File: src/mbps_pkg.sv
package mbps_pkg;

  localparam int MAX_PATTERN  = 16;
  localparam int OFFSET_WIDTH = 32;
  localparam int COUNT_WIDTH  = 32;
  localparam int PAT_W        = MAX_PATTERN * 8;
  localparam int LEN_W        = 5;

  typedef enum logic [2:0] {
    REG_PATTERN_LOW  = 3'd0,
    REG_PATTERN_HIGH = 3'd1,
    REG_WILDCARD     = 3'd2,
    REG_LENGTH       = 3'd3,
    REG_START        = 3'd4,
    REG_END          = 3'd5,
    REG_FIND_ALL     = 3'd6,
    REG_LIMIT        = 3'd7
  } cfg_reg_t;

  // Control that every cell of the window sees in the same cycle.
  typedef struct packed {
    logic shift;
    logic clear;
  } cell_ctrl_t;

  typedef struct packed {
    logic                    match_found;
    logic [31:0]             match_offset;
    logic [63:0]             matched_low;
    logic [63:0]             matched_high;
    logic                    scan_done;
  } result_t;

endpackage

File: src/mbps_cell.sv
module mbps_cell (
  input  logic                clk,
  input  logic                rst,
  input  mbps_pkg::cell_ctrl_t ctrl,
  input  logic [7:0]          byte_in,
  input  logic [7:0]          pat_byte,
  input  logic                care,
  output logic [7:0]          byte_out,
  output logic                byte_ok
);

  logic [7:0] held;

  always_ff @(posedge clk) begin
    if (rst) begin
      held <= '0;
    end else if (ctrl.shift) begin
      held <= ctrl.clear ? 8'h00 : byte_in;
    end
  end

  assign byte_out = held;

  // The compare looks at the byte arriving from the neighbour, which is this
  // cell's content once the current beat has shifted in.
  assign byte_ok = !care || (byte_in == pat_byte);

endmodule

File: src/mbps_out_stage.sv
module mbps_out_stage (
  input  logic              clk,
  input  logic              rst,
  input  logic              load,
  input  mbps_pkg::result_t load_data,
  output logic              can_take,
  output logic              out_valid,
  input  logic              out_ready,
  output mbps_pkg::result_t out_data
);

  logic              main_valid;
  logic              skid_valid;
  mbps_pkg::result_t main_data;
  mbps_pkg::result_t skid_data;
  logic              out_fire;

  assign out_fire  = main_valid && out_ready;
  assign can_take  = !skid_valid;
  assign out_valid = main_valid;
  assign out_data  = main_data;

  always_ff @(posedge clk) begin
    if (rst) begin
      main_valid <= 1'b0;
      skid_valid <= 1'b0;
    end else if (skid_valid) begin
      if (out_fire) begin
        skid_valid <= 1'b0;
      end
    end else if (load) begin
      if (main_valid && !out_ready) begin
        skid_valid <= 1'b1;
      end else begin
        main_valid <= 1'b1;
      end
    end else if (out_fire) begin
      main_valid <= 1'b0;
    end
  end

  always_ff @(posedge clk) begin
    if (skid_valid) begin
      if (out_fire) begin
        main_data <= skid_data;
      end
    end else if (load) begin
      if (main_valid && !out_ready) begin
        skid_data <= load_data;
      end else begin
        main_data <= load_data;
      end
    end
  end

endmodule

File: src/masked_byte_pattern_scanner.sv
// Masked byte pattern scanner.
// Bytes of a buffer arrive one per beat on the input channel (data_byte,
// last_byte marking the final byte). Every accepted byte yields exactly one
// result beat: match_found with the start offset and the matched bytes when
// the most recent pattern_length bytes equal the pattern, wildcard bytes
// excepted, and scan_done echoing last_byte.
// Registers are written over the cfg channel (cfg_index, cfg_data), which is
// always ready; write them only while no byte is in flight.
// The result of an accepted byte is registered in the output stage. Throughput
// is one byte per cycle while in_ready is high, set by the combinational
// masked compare across the sixteen window cells plus the offset compares.
// A two-entry output stage lets the block take a byte while a result waits;
// in_ready falls only when both entries are held by a stalled receiver.
// Reset restores the register defaults and clears the window, the byte
// position, the match count and the stop flag; the last byte of a buffer
// clears the same scan state.
module masked_byte_pattern_scanner (
  input  logic        clk,
  input  logic        rst,
  input  logic        in_valid,
  output logic        in_ready,
  input  logic [7:0]  data_byte,
  input  logic        last_byte,
  output logic        out_valid,
  input  logic        out_ready,
  output logic        match_found,
  output logic [31:0] match_offset,
  output logic [63:0] matched_low,
  output logic [63:0] matched_high,
  output logic        scan_done,
  input  logic        cfg_valid,
  output logic        cfg_ready,
  input  logic [2:0]  cfg_index,
  input  logic [63:0] cfg_data
);

  localparam int MAXP = mbps_pkg::MAX_PATTERN;
  localparam int PW   = mbps_pkg::PAT_W;
  localparam int LW   = mbps_pkg::LEN_W;
  localparam int OW   = mbps_pkg::OFFSET_WIDTH;
  localparam int CW   = mbps_pkg::COUNT_WIDTH;

  // Configuration registers
  logic [63:0]     pattern_low;
  logic [63:0]     pattern_high;
  logic [15:0]     wildcard_mask;
  logic [LW-1:0]   pattern_length;
  logic [31:0]     start_offset;
  logic [31:0]     end_offset;
  logic            find_all;
  logic [31:0]     match_limit;

  // Scan state
  logic [OW-1:0]   byte_position;
  logic [CW-1:0]   match_count;
  logic            scan_stopped;

  logic            in_fire;
  logic            hit;

  assign cfg_ready = 1'b1;
  assign in_fire   = in_valid && in_ready;

  always_ff @(posedge clk) begin
    if (rst) begin
      pattern_low    <= '0;
      pattern_high   <= '0;
      wildcard_mask  <= '0;
      pattern_length <= LW'(1);
      start_offset   <= '0;
      end_offset     <= '0;
      find_all       <= 1'b1;
      match_limit    <= '0;
    end else if (cfg_valid) begin
      case (mbps_pkg::cfg_reg_t'(cfg_index))
        mbps_pkg::REG_PATTERN_LOW:  pattern_low    <= cfg_data;
        mbps_pkg::REG_PATTERN_HIGH: pattern_high   <= cfg_data;
        mbps_pkg::REG_WILDCARD:     wildcard_mask  <= cfg_data[15:0];
        mbps_pkg::REG_LENGTH:       pattern_length <= cfg_data[LW-1:0];
        mbps_pkg::REG_START:        start_offset   <= cfg_data[31:0];
        mbps_pkg::REG_END:          end_offset     <= cfg_data[31:0];
        mbps_pkg::REG_FIND_ALL:     find_all       <= cfg_data[0];
        mbps_pkg::REG_LIMIT:        match_limit    <= cfg_data[31:0];
        default: ;
      endcase
    end
  end

  // Pattern alignment: cell k compares against pattern byte n-1-k. Reversing
  // the pattern and shifting it down by MAX_PATTERN-n bytes gives that order
  // with a plain shifter instead of a per-cell selector.
  logic            len_ok;
  logic [LW-1:0]   len_m1;
  logic [LW-1:0]   align_sh;
  logic [PW-1:0]   pat_all;
  logic [PW-1:0]   pat_rev;
  logic [PW-1:0]   pat_aligned;
  logic [MAXP-1:0] mask_rev;
  logic [MAXP-1:0] mask_aligned;
  logic [MAXP-1:0] used_aligned;

  assign len_ok   = (pattern_length != '0) && (pattern_length <= LW'(MAXP));
  assign len_m1   = pattern_length - LW'(1);
  assign align_sh = LW'(MAXP) - pattern_length;
  assign pat_all  = PW'({pattern_high, pattern_low});

  for (genvar i = 0; i < MAXP; i++) begin : g_rev
    assign pat_rev[8*i +: 8] = pat_all[8*(MAXP-1-i) +: 8];
    assign mask_rev[i]       = wildcard_mask[MAXP-1-i];
  end

  assign pat_aligned  = pat_rev >> {align_sh, 3'b000};
  assign mask_aligned = mask_rev >> align_sh;
  assign used_aligned = {MAXP{1'b1}} >> align_sh;

  // Window: a chain of byte cells, newest byte in cell 0.
  mbps_pkg::cell_ctrl_t  ctrl;
  logic [7:0]            win_in  [MAXP];
  logic [7:0]            win_out [MAXP];
  logic [MAXP-1:0]       cell_ok;

  assign ctrl.shift = in_fire;
  assign ctrl.clear = last_byte;

  for (genvar k = 0; k < MAXP; k++) begin : g_cell
    if (k == 0) begin : g_head
      assign win_in[k] = data_byte;
    end else begin : g_link
      assign win_in[k] = win_out[k-1];
    end

    mbps_cell u_cell (
      .clk      (clk),
      .rst      (rst),
      .ctrl     (ctrl),
      .byte_in  (win_in[k]),
      .pat_byte (pat_aligned[8*k +: 8]),
      .care     (used_aligned[k] && !mask_aligned[k]),
      .byte_out (win_out[k]),
      .byte_ok  (cell_ok[k])
    );
  end

  // Offset window test: the match's first byte against start_offset, its last byte against end_offset.
  logic [OW:0]     first_pos;
  logic            range_ok;

  assign first_pos = {1'b0, byte_position} - (OW+1)'(len_m1);
  assign range_ok  = !first_pos[OW] &&
                     (first_pos[OW-1:0] >= start_offset) &&
                     ((end_offset == '0) || (byte_position < end_offset));
  assign hit       = len_ok && !scan_stopped && range_ok && (&cell_ok);

  // Matched bytes: byte j comes from cell n-1-j; unused bytes fall out as zero.
  logic [PW-1:0]   win_rev;
  logic [PW-1:0]   win_aligned;
  logic [127:0]    matched_all;

  for (genvar i = 0; i < MAXP; i++) begin : g_wrev
    assign win_rev[8*i +: 8] = win_in[MAXP-1-i];
  end

  assign win_aligned = win_rev >> {align_sh, 3'b000};
  assign matched_all = 128'(win_aligned);

  // Match counting and stop flag.
  logic [CW-1:0]   count_inc;
  logic [31:0]     limit_eff;
  logic            stop_set;

  assign count_inc = (match_count != '1) ? match_count + CW'(1) : match_count;
  assign limit_eff = (match_limit == '0) ? 32'd1 : match_limit;
  assign stop_set  = !find_all && (count_inc >= limit_eff);

  always_ff @(posedge clk) begin
    if (rst) begin
      byte_position <= '0;
      match_count   <= '0;
      scan_stopped  <= 1'b0;
    end else if (in_fire) begin
      if (last_byte) begin
        byte_position <= '0;
        match_count   <= '0;
        scan_stopped  <= 1'b0;
      end else begin
        if (byte_position != '1) begin
          byte_position <= byte_position + OW'(1);
        end
        if (hit) begin
          match_count <= count_inc;
          if (stop_set) begin
            scan_stopped <= 1'b1;
          end
        end
      end
    end
  end

  // Result and output stage.
  mbps_pkg::result_t res;
  mbps_pkg::result_t res_out;

  assign res.match_found  = hit;
  assign res.match_offset = hit ? 32'(first_pos[OW-1:0]) : 32'd0;
  assign res.matched_low  = hit ? matched_all[63:0] : 64'd0;
  assign res.matched_high = hit ? matched_all[127:64] : 64'd0;
  assign res.scan_done    = last_byte;

  mbps_out_stage u_out (
    .clk       (clk),
    .rst       (rst),
    .load      (in_fire),
    .load_data (res),
    .can_take  (in_ready),
    .out_valid (out_valid),
    .out_ready (out_ready),
    .out_data  (res_out)
  );

  assign match_found  = res_out.match_found;
  assign match_offset = res_out.match_offset;
  assign matched_low  = res_out.matched_low;
  assign matched_high = res_out.matched_high;
  assign scan_done    = res_out.scan_done;

  // The input side may only stall when a result is already on offer.
  a_stall_needs_result: assert property (@(posedge clk) disable iff (rst)
    !in_ready |-> out_valid)
    else $error("input stalled with no result on offer");

  a_hit_counts: assert property (@(posedge clk) disable iff (rst)
    (in_fire && hit && !last_byte) |=> (match_count != '0))
    else $error("reported match was not counted");

  a_last_clears: assert property (@(posedge clk) disable iff (rst)
    (in_fire && last_byte) |=> ((byte_position == '0) && !scan_stopped &&
                                (match_count == '0)))
    else $error("last byte did not clear the scan state");

endmodule
File: config.mk
export PLATFORM = sky130hd
export DESIGN_NAME = masked_byte_pattern_scanner
export DESIGN_NICKNAME = d
export VERILOG_FILES = /design/src/mbps_pkg.sv /design/src/mbps_cell.sv /design/src/mbps_out_stage.sv /design/src/masked_byte_pattern_scanner.sv
export SDC_FILE = /design/constraint.sdc
export NUM_CORES = 2
export LEC_CHECK = 0
export BUFFER_PORTS_ARGS = -buffer_cell sky130_fd_sc_hd__buf_2
export CAP_MARGIN = 20
export CORE_AREA = 2 2 232 325
export CTS_BUF_LIST = sky130_fd_sc_hd__clkbuf_16
export DETAILED_ROUTE_END_ITERATION = 8
export DIE_AREA = 0 0 234 327
export PLACE_DENSITY = 0.79
export SYNTH_ARGS = -nofsm -noshare
export SYNTH_HDL_FRONTEND = slang
export SYNTH_SLANG_ARGS = --single-unit
File: constraint.sdc
create_clock -name clk -period 13.5 [get_ports clk]
set_input_delay 2.025 -clock clk [delete_from_list [all_inputs] [get_ports clk]]
set_output_delay 2.025 -clock clk [all_outputs]
set_load 0.02 [all_outputs]
==> results.txt <==
post-synthesis area per instance -> 8.828 um^2
via count -> 40,570
Port Buffers -> 244
Worst setup EP type -> flip-flop
Slew HR -> 9.741%
area leader, netlist -> edfxtp_1
peak supply drop -> 109.5 uV
Synth top area share -> 21.83%
H-tree depth -> 3
Setup Fix Bufs, Post-CTS -> 0
Unique masters post-synth -> 89
Top delay family on crit path -> simple AND/OR/NAND/NOR gates
sequential cell area fraction in the yosys report -> 41.28%
GPL Wtd Cong -> 1.072
# DRC -> 0
Critical Path AT -> 10,060 ps
final hold violation count -> 0
core area -> 73,670 um^2
worst-margin pin slew -> 1354 ps
vias per cell -> 6.677
grt met1 use -> 52.23%
Post-synth ARST share -> 0%
first-pass GRT wire length -> 250,200 um
Worst-Skew Late Latency -> 690 ps
Root Driver -> clkbuf_16
pre-CTS setup slack -> 4194 ps
Worst EP required -> 14,050 ps
Most Crowded Layer GR -> met2
Die Y -> 327 um
Warnings, synthesis -> 0
ranking of synthesized cells by area -> edfxtp_1 (22%), dfxtp_1 (19%), nand2_1 (6.8%), mux2i_1 (6.1%), a21oi_1 (5.8%)
Final ANT Viol Nets -> 0
commonest cells after routing, fill and taps aside -> nand2_1 (809), a21oi_1 (518), nor2_1 (438)
P per Cell Area -> 109.1 nW/um^2
status -> complete, no violations
Startpoint Class -> flip-flop
CTS tree -> done
gr usage total -> 44.59%
part of the cycle the worst path needs -> 70.42%
Post-Syn Nets -> 5,236
fill count -> 5,963
final WL -> 172,700 um
FMAX -> 105.2 MHz
Initial Utilization -> 60.49%
fin area -> 48,720 um^2
Final #Nets -> 5,242
utilization after layout -> 66.13%
number of hold buffers added after CTS -> 0
grt met3 use -> 9.958%
setup ws final -> 3994 ps
Post-CTS Resized -> 0
post-synthesis cell count -> 5,048
final setup fails -> 0
CP most frequent cell -> or4_1
Synth Register Bits -> 757
Synth Flop Type -> dfxtp_1
fin. max-slew vios -> 0
commonest non-fill, non-tap cell in the layout -> nand2_1
die area -> 76,520 um^2
Area growth syn-to-layout -> 9.327%
Area after DPL -> 46,100 um^2
Slowest cell on crit path -> dfxtp_4
crit path kind -> reg -> reg
WL per Instance -> 28.42 um
min Tclk post-route -> 9506 ps
Syn Std Cell Area -> 44,570 um^2
slowest cell delay on critical path -> 810 ps
TritonCTS Buffers -> 73
layout cell share with drive strength beyond 1 -> 14.22%
Post-synth EDFFs -> 324
1st-pass router iterations -> 6
RSZ-0062 raised after global routing -> no
CP Max Fanout -> 91
Min-Delay Path Class -> reg -> reg
Clock Sinks -> 757
largest net degree at the start of global routing -> 191
Die Wd -> 234 um
setup_tns -> 0 ps
Ports -> 246
overflow left after global routing -> 0
DR iter-0 viols -> 4,883
initial antenna violation count -> 12
Pleak -> 19.61 nW
vias in the first global route -> 37,330
Cell Rows -> 118
met2 Track Usage GR -> 68.12%
max-cap viol count -> 0
clock buffer depth -> 3
Final Skew -> 39.13 ps
clk slew on worst S/H paths -> 70 ps
CP Buf/Inv Count -> 4
dpl hpwl -> 123,800 um
==> metrics by stage <==
stage / power, mW / hold slack [ps] / cells
2_1_floorplan: 2.922 / 432.1 / 5048
6_report: 5.314 / 456.4 / 6077
5_1_grt: 5.439 / 467.2 / 6074
3_5_place_dp: 3.145 / 446.7 / 5932
3_3_place_gp: 3.135 / 441.8 / 5928
4_1_cts: 5.288 / 455.1 / 6066
==> flip-flops by register name, indices dropped and copies added, names as in the netlist <==
name,cells
match_limit,32
pattern_low,64
u_out.out_valid,1
find_all,1
u_out.skid_valid,1
byte_position,32
u_out.out_data,162
start_offset,32
wildcard_mask,16
pattern_high,64
match_count,32
end_offset,32
pattern_length,5
u_out.skid_data,162
scan_stopped,1
g_cell.u_cell.byte_out,120
==> where the power goes <==
group / internal, mW / switching (mW) / total (mW)
Sequential: 2.44 / 0.0420 / 2.48
Combinational: 0.186 / 0.450 / 0.637
Clock: 1.22 / 0.972 / 2.19
Total: 3.85 / 1.46 / 5.31
==> tightest hold or removal path, cell delays in order (launching register included) <==
cell     delay, ps
dfxtp_1        310
nand2_1         50
a21oi_1         50
==> worst paths after layout <==
kind                                   end  depth (start not counted)                           start  slack, ps
min          start_offset[23]$_SDFFE_PP0P_                          2   start_offset[23]$_SDFFE_PP0P_        460
min reg2reg  start_offset[23]$_SDFFE_PP0P_                          2   start_offset[23]$_SDFFE_PP0P_        460
max reg2reg   u_out.out_data[82]$_DFFE_PP_                         26  pattern_length[0]$_SDFFE_PP1P_       3990
max           u_out.out_data[82]$_DFFE_PP_                         26  pattern_length[0]$_SDFFE_PP1P_       3990
==> layout make-up <==
class	count	area, um^2	area share, %
multi-input cells	3771	24190	49.65
flip-flops and latches	757	18410	37.78
repair buffers	321	1902	3.903
clock buffers	75	1877	3.852
well taps	960	1201	2.465
clock inverters	59	645.6	1.325
inverters	130	493.0	1.012
diodes	4	10.01	0.02054
==> routing by layer <==
layer / wire [um] / share of wire (%)
met1: 59860 / 35
met4: 19020 / 11
met2: 76760 / 44
met5: 115 / 0.067
met3: 16940 / 9.8
==> cell usage after synthesis, types with 7 or more instances <==
master / number
and2_1: 97
or3_1: 7
and3_1: 145
edfxtp_1: 324
xor2_1: 66
a21oi_1: 520
o32ai_1: 17
a221oi_1: 18
nand3_1: 59
o22ai_1: 142
mux2i_1: 270
buf_2: 43
or2_2: 12
o31ai_1: 79
mux2_2: 196
xnor2_1: 106
inv_1: 128
buf_1: 32
mux4_2: 42
nand4_1: 44
a211oi_1: 27
and4_1: 10
a21o_1: 31
nand2_1: 812
a31oi_1: 55
dfxtp_1: 433
nor4_1: 31
nor2b_1: 32
ha_1: 106
nor2_1: 444
or4_1: 8
nor3_1: 45
o311ai_0: 7
clkbuf_1: 286
nor4b_1: 17
a22oi_1: 49
o21ai_0: 113
o211ai_1: 17
nand2b_1: 42
buf_4: 19
==> kinds of logic after synthesis <==
group | after synthesis | share of synthesized area [%]
AOI/OAI and AO/OA | 1152 | 15.69
xor gates and xnor gates | 172 | 3.380
adders and majority gates | 107 | 3.021
buffers and inverters | 520 | 4.759
DFF | 757 | 41.28
muxes | 508 | 13.14
other | 1 | 0.008415
and+or+nand+nor | 1831 | 18.72
(Power assumes the default switching activity.)
